`config.mk`:
```
export PLATFORM = sky130hd
export DESIGN_NAME = escaped_frame_receiver_crc16_top
export DESIGN_NICKNAME = d
export VERILOG_FILES = /design/src/rtl/core/efr_pkg.sv /design/src/rtl/core/escaped_frame_receiver_crc16_top.sv
export VERILOG_INCLUDE_DIRS = /design/src /design/src/rtl/core
export SDC_FILE = /design/constraint.sdc
export NUM_CORES = 1
export LEC_CHECK = 0
export ABC_AREA = 1
export BUFFER_PORTS_ARGS = -buffer_cell sky130_fd_sc_hd__buf_2
export CAP_MARGIN = 20
export CORE_ASPECT_RATIO = 0.5
export CORE_MARGIN = 1.5
export CORE_UTILIZATION = 50
export DETAILED_ROUTE_END_ITERATION = 16
export PLACE_DENSITY = 0.75
export SYNTH_ARGS = -nofsm -noshare
export SYNTH_HDL_FRONTEND = slang
export SYNTH_SLANG_ARGS = --single-unit
export TNS_END_PERCENT = 5
```
`constraint.sdc`:
```
create_clock -name clk_i -period 6.95 [get_ports clk_i]
set_clock_uncertainty 0.2 [all_clocks]
set_input_delay 1.39 -clock clk_i [delete_from_list [all_inputs] [get_ports clk_i]]
set_output_delay 1.39 -clock clk_i [all_outputs]
set_load 0.01 [all_outputs]
```
`src/rtl/core/escaped_frame_receiver_crc16_top_macros.svh`:
```
// ----------------------------------------------------------------------------
// Assertion macros for the escaped frame receiver
// Concurrent checks clocked on clk_i and disabled while rst_ni is low.
// ----------------------------------------------------------------------------
`ifndef ESCAPED_FRAME_RECEIVER_CRC16_TOP_MACROS_SVH
`define ESCAPED_FRAME_RECEIVER_CRC16_TOP_MACROS_SVH

// Property holds at every clock edge outside reset.
`define EFR_ASSERT(lbl, prop, msg) \
  lbl: assert property (@(posedge clk_i) disable iff (!rst_ni) (prop)) else $error(msg);

// Consequent holds in the same cycle as the antecedent.
`define EFR_ASSERT_IMPL(lbl, ante, cons, msg) \
  lbl: assert property (@(posedge clk_i) disable iff (!rst_ni) (ante) |-> (cons)) \
    else $error(msg);

`endif

```
`src/rtl/core/efr_pkg.sv`:
```
// ----------------------------------------------------------------------------
// efr_pkg
// Constants, status codes and the CRC-16 byte update of the frame receiver.
// ----------------------------------------------------------------------------
package efr_pkg;

  localparam logic [7:0]  START_MARK = 8'hfd;
  localparam logic [7:0]  ESC_MARK   = 8'hfc;
  localparam logic [7:0]  ESC_BIT    = 8'h80;
  localparam logic [15:0] CRC_POLY   = 16'h8005;
  localparam logic [15:0] CRC_INIT   = 16'hd77f;
  localparam logic [15:0] CRC_ZERO   = 16'h0000;

  // Width of the payload_length field
  localparam int unsigned PLEN_W = 11;

  typedef enum logic [1:0] {
    ST_OK    = 2'd0,
    ST_CRC   = 2'd1,
    ST_SHORT = 2'd2,
    ST_LONG  = 2'd3
  } status_e;

  // CRC-16, MSB first, one byte: eight fixed shift/xor steps
  function automatic logic [15:0] crc16_byte(logic [15:0] crc, logic [7:0] b);
    logic [15:0] c;
    c = crc ^ {b, 8'h00};
    for (int k = 0; k < 8; k++) begin
      c = c[15] ? ((c << 1) ^ CRC_POLY) : (c << 1);
    end
    return c;
  endfunction

  // CRC after the start mark, seen from the initial value
  localparam logic [15:0] CRC_START = crc16_byte(CRC_INIT, START_MARK);

endpackage

```
`src/rtl/core/escaped_frame_receiver_crc16_top.sv`:
```
// ----------------------------------------------------------------------------
// escaped_frame_receiver_crc16_top
// Byte-stuffed serial frame decoder with CRC-16 check.
// ----------------------------------------------------------------------------
// Usage:
//   Input channel (in_valid_i/in_ready_o, rx_byte_i) carries raw received
//   bytes. Bytes are dropped until a 0xfd start mark; inside a frame 0xfc
//   escapes the next byte (ORed with 0x80). Frame: start, 16-bit length,
//   destination, sequence, length-2 payload bytes, two CRC bytes.
//   Output channel (out_valid_o/out_ready_i) gives one transfer per payload
//   byte (frame_end_o = 0) and one end transfer per frame (frame_end_o = 1)
//   with status_o and payload_length_o. Bad lengths end the frame at once.
//   Discard the payload of a frame whose end status is not ok.
// Timing:
//   One byte per cycle sustained unless the output stalls. A byte lands in the
//   input register on its transfer, and its result is registered in the output
//   register, which drives out_valid_o. The CRC update is eight unrolled xor steps.
// Reset and stall:
//   Reset returns the decoder to hunting with the CRC at its initial value
//   and empties both registers. While a result waits with out_ready_i low the
//   output holds, decoding stops and in_ready_o drops once the input register
//   is full.
// ----------------------------------------------------------------------------
`include "escaped_frame_receiver_crc16_top_macros.svh"

module escaped_frame_receiver_crc16_top
  import efr_pkg::*;
#(
  parameter int unsigned MAX_PAYLOAD = 1024
) (
  input  logic              clk_i,
  input  logic              rst_ni,
  input  logic              in_valid_i,
  output logic              in_ready_o,
  input  logic [7:0]        rx_byte_i,
  output logic              out_valid_o,
  input  logic              out_ready_i,
  output logic [7:0]        data_byte_o,
  output logic [7:0]        destination_o,
  output logic [7:0]        sequence_res_o,
  output logic              frame_end_o,
  output logic [1:0]        status_o,
  output logic [PLEN_W-1:0] payload_length_o
);

  // Stored length never exceeds MAX_PAYLOAD+2; position never exceeds length+4
  localparam int unsigned LW = $clog2(MAX_PAYLOAD + 3);
  localparam int unsigned PW = $clog2(MAX_PAYLOAD + 7);
  localparam logic [15:0] LEN_MAX = 16'(MAX_PAYLOAD + 2);

  // Input register
  logic       s1_vld_q;
  logic [7:0] s1_byte_q;

  // Decoder state
  logic [PW-1:0] pos_q, pos_d;
  logic          esc_q, esc_d;
  logic [7:0]    hi_q, hi_d;
  logic [LW-1:0] len_q, len_d;
  logic [15:0]   crc_q, crc_d;
  logic [7:0]    dest_q, dest_d;
  logic [7:0]    seq_q, seq_d;

  // Output register
  logic              out_vld_q;
  logic [7:0]        out_data_q;
  logic [7:0]        out_dst_q;
  logic [7:0]        out_seq_q;
  logic              out_end_q;
  status_e           out_st_q;
  logic [PLEN_W-1:0] out_plen_q;

  // Result of the current byte
  logic              res_vld;
  logic [7:0]        res_data;
  logic [7:0]        res_dst;
  logic [7:0]        res_seq;
  logic              res_end;
  status_e           res_st;
  logic [PLEN_W-1:0] res_plen;

  logic          adv;
  logic          fire;
  logic [7:0]    ub;
  logic [15:0]   crc_new;
  logic [15:0]   len16;
  logic [PW-1:0] len_ext;

  logic          out_pay;
  logic          out_bad_len;

  assign adv        = !out_vld_q || out_ready_i;
  assign fire       = s1_vld_q && adv;
  assign in_ready_o = !s1_vld_q || adv;

  always_ff @(posedge clk_i or negedge rst_ni) begin
    if (!rst_ni) begin
      s1_vld_q <= 1'b0;
    end else if (in_ready_o) begin
      s1_vld_q <= in_valid_i;
    end
  end

  always_ff @(posedge clk_i) begin
    if (in_ready_o && in_valid_i) begin
      s1_byte_q <= rx_byte_i;
    end
  end

  assign ub      = esc_q ? (s1_byte_q | ESC_BIT) : s1_byte_q;
  assign crc_new = crc16_byte(crc_q, ub);
  assign len16   = {hi_q, ub};
  assign len_ext = PW'(len_q);

  always_comb begin
    pos_d    = pos_q;
    esc_d    = esc_q;
    hi_d     = hi_q;
    len_d    = len_q;
    crc_d    = crc_q;
    dest_d   = dest_q;
    seq_d    = seq_q;
    res_vld  = 1'b0;
    res_data = 8'h00;
    res_dst  = 8'h00;
    res_seq  = 8'h00;
    res_end  = 1'b0;
    res_st   = ST_OK;
    res_plen = '0;

    if (pos_q == '0) begin
      // hunt: drop everything but the start mark
      if (s1_byte_q == START_MARK) begin
        crc_d = CRC_START;
        esc_d = 1'b0;
        len_d = '0;
        pos_d = PW'(1);
      end
    end else if (!esc_q && s1_byte_q == ESC_MARK) begin
      esc_d = 1'b1;
    end else begin
      esc_d = 1'b0;
      crc_d = crc_new;
      pos_d = pos_q + PW'(1);
      if (pos_q == PW'(1)) begin
        hi_d = ub;
      end else if (pos_q == PW'(2)) begin
        if (len16 < 16'd2 || len16 > LEN_MAX) begin
          pos_d   = '0;
          len_d   = '0;
          crc_d   = CRC_INIT;
          res_vld = 1'b1;
          res_end = 1'b1;
          res_st  = (len16 < 16'd2) ? ST_SHORT : ST_LONG;
        end else begin
          len_d = len16[LW-1:0];
        end
      end else if (pos_q == PW'(3)) begin
        dest_d = ub;
      end else if (pos_q == PW'(4)) begin
        seq_d = ub;
      end else if (pos_q < len_ext + PW'(3)) begin
        res_vld  = 1'b1;
        res_data = ub;
        res_dst  = dest_q;
        res_seq  = seq_q;
      end else if (pos_q != len_ext + PW'(3)) begin
        // last CRC byte: check residue and close the frame
        pos_d    = '0;
        len_d    = '0;
        crc_d    = CRC_INIT;
        res_vld  = 1'b1;
        res_end  = 1'b1;
        res_dst  = dest_q;
        res_seq  = seq_q;
        res_st   = (crc_new == CRC_ZERO) ? ST_OK : ST_CRC;
        res_plen = PLEN_W'(len_q - LW'(2));
      end
    end
  end

  always_ff @(posedge clk_i or negedge rst_ni) begin
    if (!rst_ni) begin
      pos_q  <= '0;
      esc_q  <= 1'b0;
      hi_q   <= 8'h00;
      len_q  <= '0;
      crc_q  <= CRC_INIT;
      dest_q <= 8'h00;
      seq_q  <= 8'h00;
    end else if (fire) begin
      pos_q  <= pos_d;
      esc_q  <= esc_d;
      hi_q   <= hi_d;
      len_q  <= len_d;
      crc_q  <= crc_d;
      dest_q <= dest_d;
      seq_q  <= seq_d;
    end
  end

  always_ff @(posedge clk_i or negedge rst_ni) begin
    if (!rst_ni) begin
      out_vld_q <= 1'b0;
    end else if (adv) begin
      out_vld_q <= fire && res_vld;
    end
  end

  always_ff @(posedge clk_i) begin
    if (fire && res_vld) begin
      out_data_q <= res_data;
      out_dst_q  <= res_dst;
      out_seq_q  <= res_seq;
      out_end_q  <= res_end;
      out_st_q   <= res_st;
      out_plen_q <= res_plen;
    end
  end

  assign out_valid_o      = out_vld_q;
  assign data_byte_o      = out_data_q;
  assign destination_o    = out_dst_q;
  assign sequence_res_o   = out_seq_q;
  assign frame_end_o      = out_end_q;
  assign status_o         = out_st_q;
  assign payload_length_o = out_plen_q;

  assign out_pay     = out_vld_q && !out_end_q;
  assign out_bad_len = out_vld_q && out_end_q && (out_st_q == ST_SHORT || out_st_q == ST_LONG);

  `EFR_ASSERT_IMPL(a_esc_in_frame, esc_q, pos_q != '0, "escape pending while hunting")
  `EFR_ASSERT_IMPL(a_pos_bound, pos_q > PW'(4), pos_q <= len_ext + PW'(4), "past frame end")
  `EFR_ASSERT_IMPL(a_pay_fields, out_pay, out_st_q == ST_OK && out_plen_q == '0, "end fields set")
  `EFR_ASSERT_IMPL(a_bad_len, out_bad_len, out_plen_q == '0 && out_dst_q == '0, "nonzero fields")
  `EFR_ASSERT(a_hunt_crc, (pos_q != '0) || (crc_q == CRC_INIT), "CRC moved while hunting")

endmodule

```
==> metrics.yaml <==
clocking:
  clockBufferDepth: 2
  clock_sinks: 111
  cts_tree: "done"
  post_cts_buffers: 0
  path_clk_slew_ns: 0.08
  cts_resized: 0
  clk_latency_ns: 0.36
  cts-root-buf: "clkbuf_16"
  cts_buffers: 9
  cts_hold_buffers: 0
  htree_levels: 3
worst_setup_path:
  startpoint: "len_ext[1]$_DFFE_PN0P_"
  required_ns: 6.73
  worstSetupStartpointType: "flip-flop"
  endpoint: "payload_length_o[3]$_SDFFCE_PP0P_"
  r2r_end: "payload_length_o[3]$_SDFFCE_PP0P_"
  reg2reg_depth: 17
  arrival_ns: 4.41
  r2r_start: "len_ext[1]$_DFFE_PN0P_"
  worstSetupPathType: "reg -> reg"
  crit_path_end_kind: "flip-flop"
  ff2ff_setup_slack_ns: 2.32
  crit_fanout: 38
timing:
  holdWs_ns: 0.2872
  slew_headroom: 0.3282
  rsz0062_at_grt: "no"
  post-route-period-util: 0.6660
  final-hold-violation-count: 0
  fmax_mhz: 216.1
  setup_slack_ns: 2.322
  finalMaxSlewViolations: 0
  setup_viol: 0
  min_period_ns: 4.628
  setup_tns_ns: 0
  worstMarginPinSlew_ns: 1.007
placement:
  pre_cts_slack_ns: 2.276
  io_buffers: 51
  dp_hpwl_um: 9266
  gp_congestion: 0.8747
power:
  internal_power_uw: 1885
  vdd_drop_max_v: 0.0001781
  p_sw_uw: 1592
  p_comb_frac: 0.496
  p_per_area_nw_per_um2: 537.1
  swShare: 0.4579
  power_frac_seq: 0.354
  p_leak_uw: 0.002986
  clock_power_share: 0.149
  finalPower_uw: 3477
grt:
  grt_pass1_vias: 4136
  grt_usage: 0.2190
  antenna_found_initial: 0
  grt_max_degree: 66
  overflow: 0
  grt_pass1_wl_um: 20800
logic_synthesis:
  syn_inst: 643
  ys_seq_area_frac: 0.5209
  yosysWarnings: 0
  syn_area_per_cell_um2: 9.029
  synth.cell_area_um2: 5806
  ys_seq_elements: 111
  syn_nets: 675
  synth_cell_types: 45
drt:
  first_pass_iters: 5
  final_antenna_net_count: 0
  vias: 4508
  drc: 0
  wl_per_cell_um: 15.09
  totalWireLength_um: 12730
  viasPerCell: 5.348
  initialDrtViolationCount: 393
final_layout:
  fin_nets: 725
  drive_gt1_frac: 0.1691
  area_delta_synth_final_pct: 11.49
  n_fill_cell: 979
  antenna_cells: 0
run:
  cap_viol_max_count: 0
floorplan:
  core_region_area_um2: 11150
  die_x_um: 155.4
  ioPinCount: 52
  die_area_um2: 12310
  rows: 27
  fp.dieH_um: 79.20
  start_util: 0.5208
worst_hold_path:
  min_path_type: "reg -> reg"
status:
  status: "complete, no violations"
## synthesized netlist by cell type, drive strengths merged
| master | n | area [um^2] |
|---|---|---|
| dfrtp | 52 | 1301 |
| o21a | 1 | 7.510 |
| a21boi | 1 | 7.510 |
| nand2 | 162 | 643.1 |
| dfstp | 13 | 341.6 |
| edfxtp | 46 | 1381 |
| nor2 | 76 | 312.8 |
| inv | 70 | 262.8 |
| o21ai | 43 | 219.0 |
| a21o | 1 | 7.510 |
| xnor2 | 5 | 43.79 |
| nor4 | 6 | 37.54 |
| or2 | 3 | 18.77 |
| a31oi | 2 | 27.53 |
| clkbuf | 2 | 7.510 |
| o22a | 2 | 17.52 |
| o22ai | 12 | 81.33 |
| xor2 | 23 | 201.4 |
| nand3b | 1 | 7.510 |
| nand4 | 19 | 125.1 |
| nor3 | 11 | 82.58 |
| ha | 20 | 250.2 |
| buf | 11 | 72.56 |
| a21oi | 15 | 75.07 |
| nand3 | 34 | 192.7 |
| a22oi | 9 | 67.56 |
| clkinv | 3 | 12.51 |
## metrics by stage
stage | cell area [um^2] | cells | utilization
floorplan | 5806 | 643 | -
global placement | 6177 | 827 | 0.5541
detailed placement | 6177 | 827 | 0.5541
CTS | 6472 | 843 | 0.5806
global route | 6472 | 843 | 0.5806
finish | 6472 | 843 | 0.5806
## cell families after synthesis
group / count (synthesis) / synth area share
and+or+nand+nor: 312 / 0.2446
DFF: 111 / 0.5209
AOI/OAI and AO/OA: 86 / 0.08793
buffers and inverters: 86 / 0.06121
xor gates and xnor gates: 28 / 0.04224
adders and majority gates: 20 / 0.04310
## cell type report
class	count	area, um^2	share of cell area
inverters	73	275.3	0.04253
well taps	145	181.4	0.02803
flip-flops and latches	111	3024	0.4672
clock inverters	7	70.07	0.01083
repair buffers	52	262.8	0.04060
multi-input cells	446	2434	0.3760
clock buffers	9	225.2	0.03480
## worst min-delay path by stage
stage	startpoint	end	slack, ns	cells past startpoint
2_1_floorplan	hi_q[0]$_DFFE_PN0P_	hi_q[0]$_DFFE_PN0P_	0.25	2
3_3_place_gp	hi_q[0]$_DFFE_PN0P_	hi_q[0]$_DFFE_PN0P_	0.27	2
3_5_place_dp	dest_q[1]$_DFFE_PN0P_	dest_q[1]$_DFFE_PN0P_	0.27	2
4_1_cts	seq_q[3]$_DFFE_PN0P_	seq_q[3]$_DFFE_PN0P_	0.29	2
5_1_grt	hi_q[0]$_DFFE_PN0P_	hi_q[0]$_DFFE_PN0P_	0.31	2
6_report	dest_q[7]$_DFFE_PN0P_	dest_q[7]$_DFFE_PN0P_	0.29	2
## state kept, by name, indices dropped and copies added (netlist names)
name and cells:
crc_q 16, data_byte_o 8, dest_q 8, destination_o 8, esc_q 1, frame_end_o 1, hi_q 8, len_ext 11
out_valid_o 1, payload_length_o 11, pos_q 11, s1_byte_q 8, s1_vld_q 1, seq_q 8, sequence_res_o 8, status_o 2
## power groups by stage
stage | combinational, uW | sequential (uW) | clock, uW
after global routing | 1950 | 1260 | 553
final | 1730 | 1230 | 519
after detailed placement | 1720 | 1240 | 0
after CTS | 1730 | 1230 | 524
after global placement | 1680 | 1240 | 0
after floorplan | 1250 | 1280 | 0
## placed cells by master, fill, tap and decap left out, types with 18 or more instances in the layout
cell,n
nor2_1,66
o21ai_0,38
buf_2,51
ha_1,20
dfrtp_1,52
nand2_1,154
xor2_1,23
nand4_1,18
inv_1,63
nand3_1,31
edfxtp_1,46
## worst max-delay path, stage by stage (launching register included)
cell and delay [ns]:
dfrtp_1 0.41, inv_1 0.12, ha_1 0.20, or2_2 0.31, nor2_1 0.15, nand3_1 0.13, nor2_1 0.15, nand3_1 0.10
xor2_1 0.15, ha_1 0.32, a21oi_1 0.18, o21a_1 0.16, nand3_1 0.15, nand2_1 0.48, nand2_1 0.10, nand2_1 0.09
inv_1 0.07, nor2_4 0.76
## metal layers
metal	global-route usage	vias to the layer above	routed length [um]
met5	0	-	0
met4	0.05429	0	156
met3	0.05240	14	965
li1	-	2233	-
met2	0.3366	132	5503
met1	0.3132	2129	6099
Note: power is estimated with default switching activity, not from simulation.
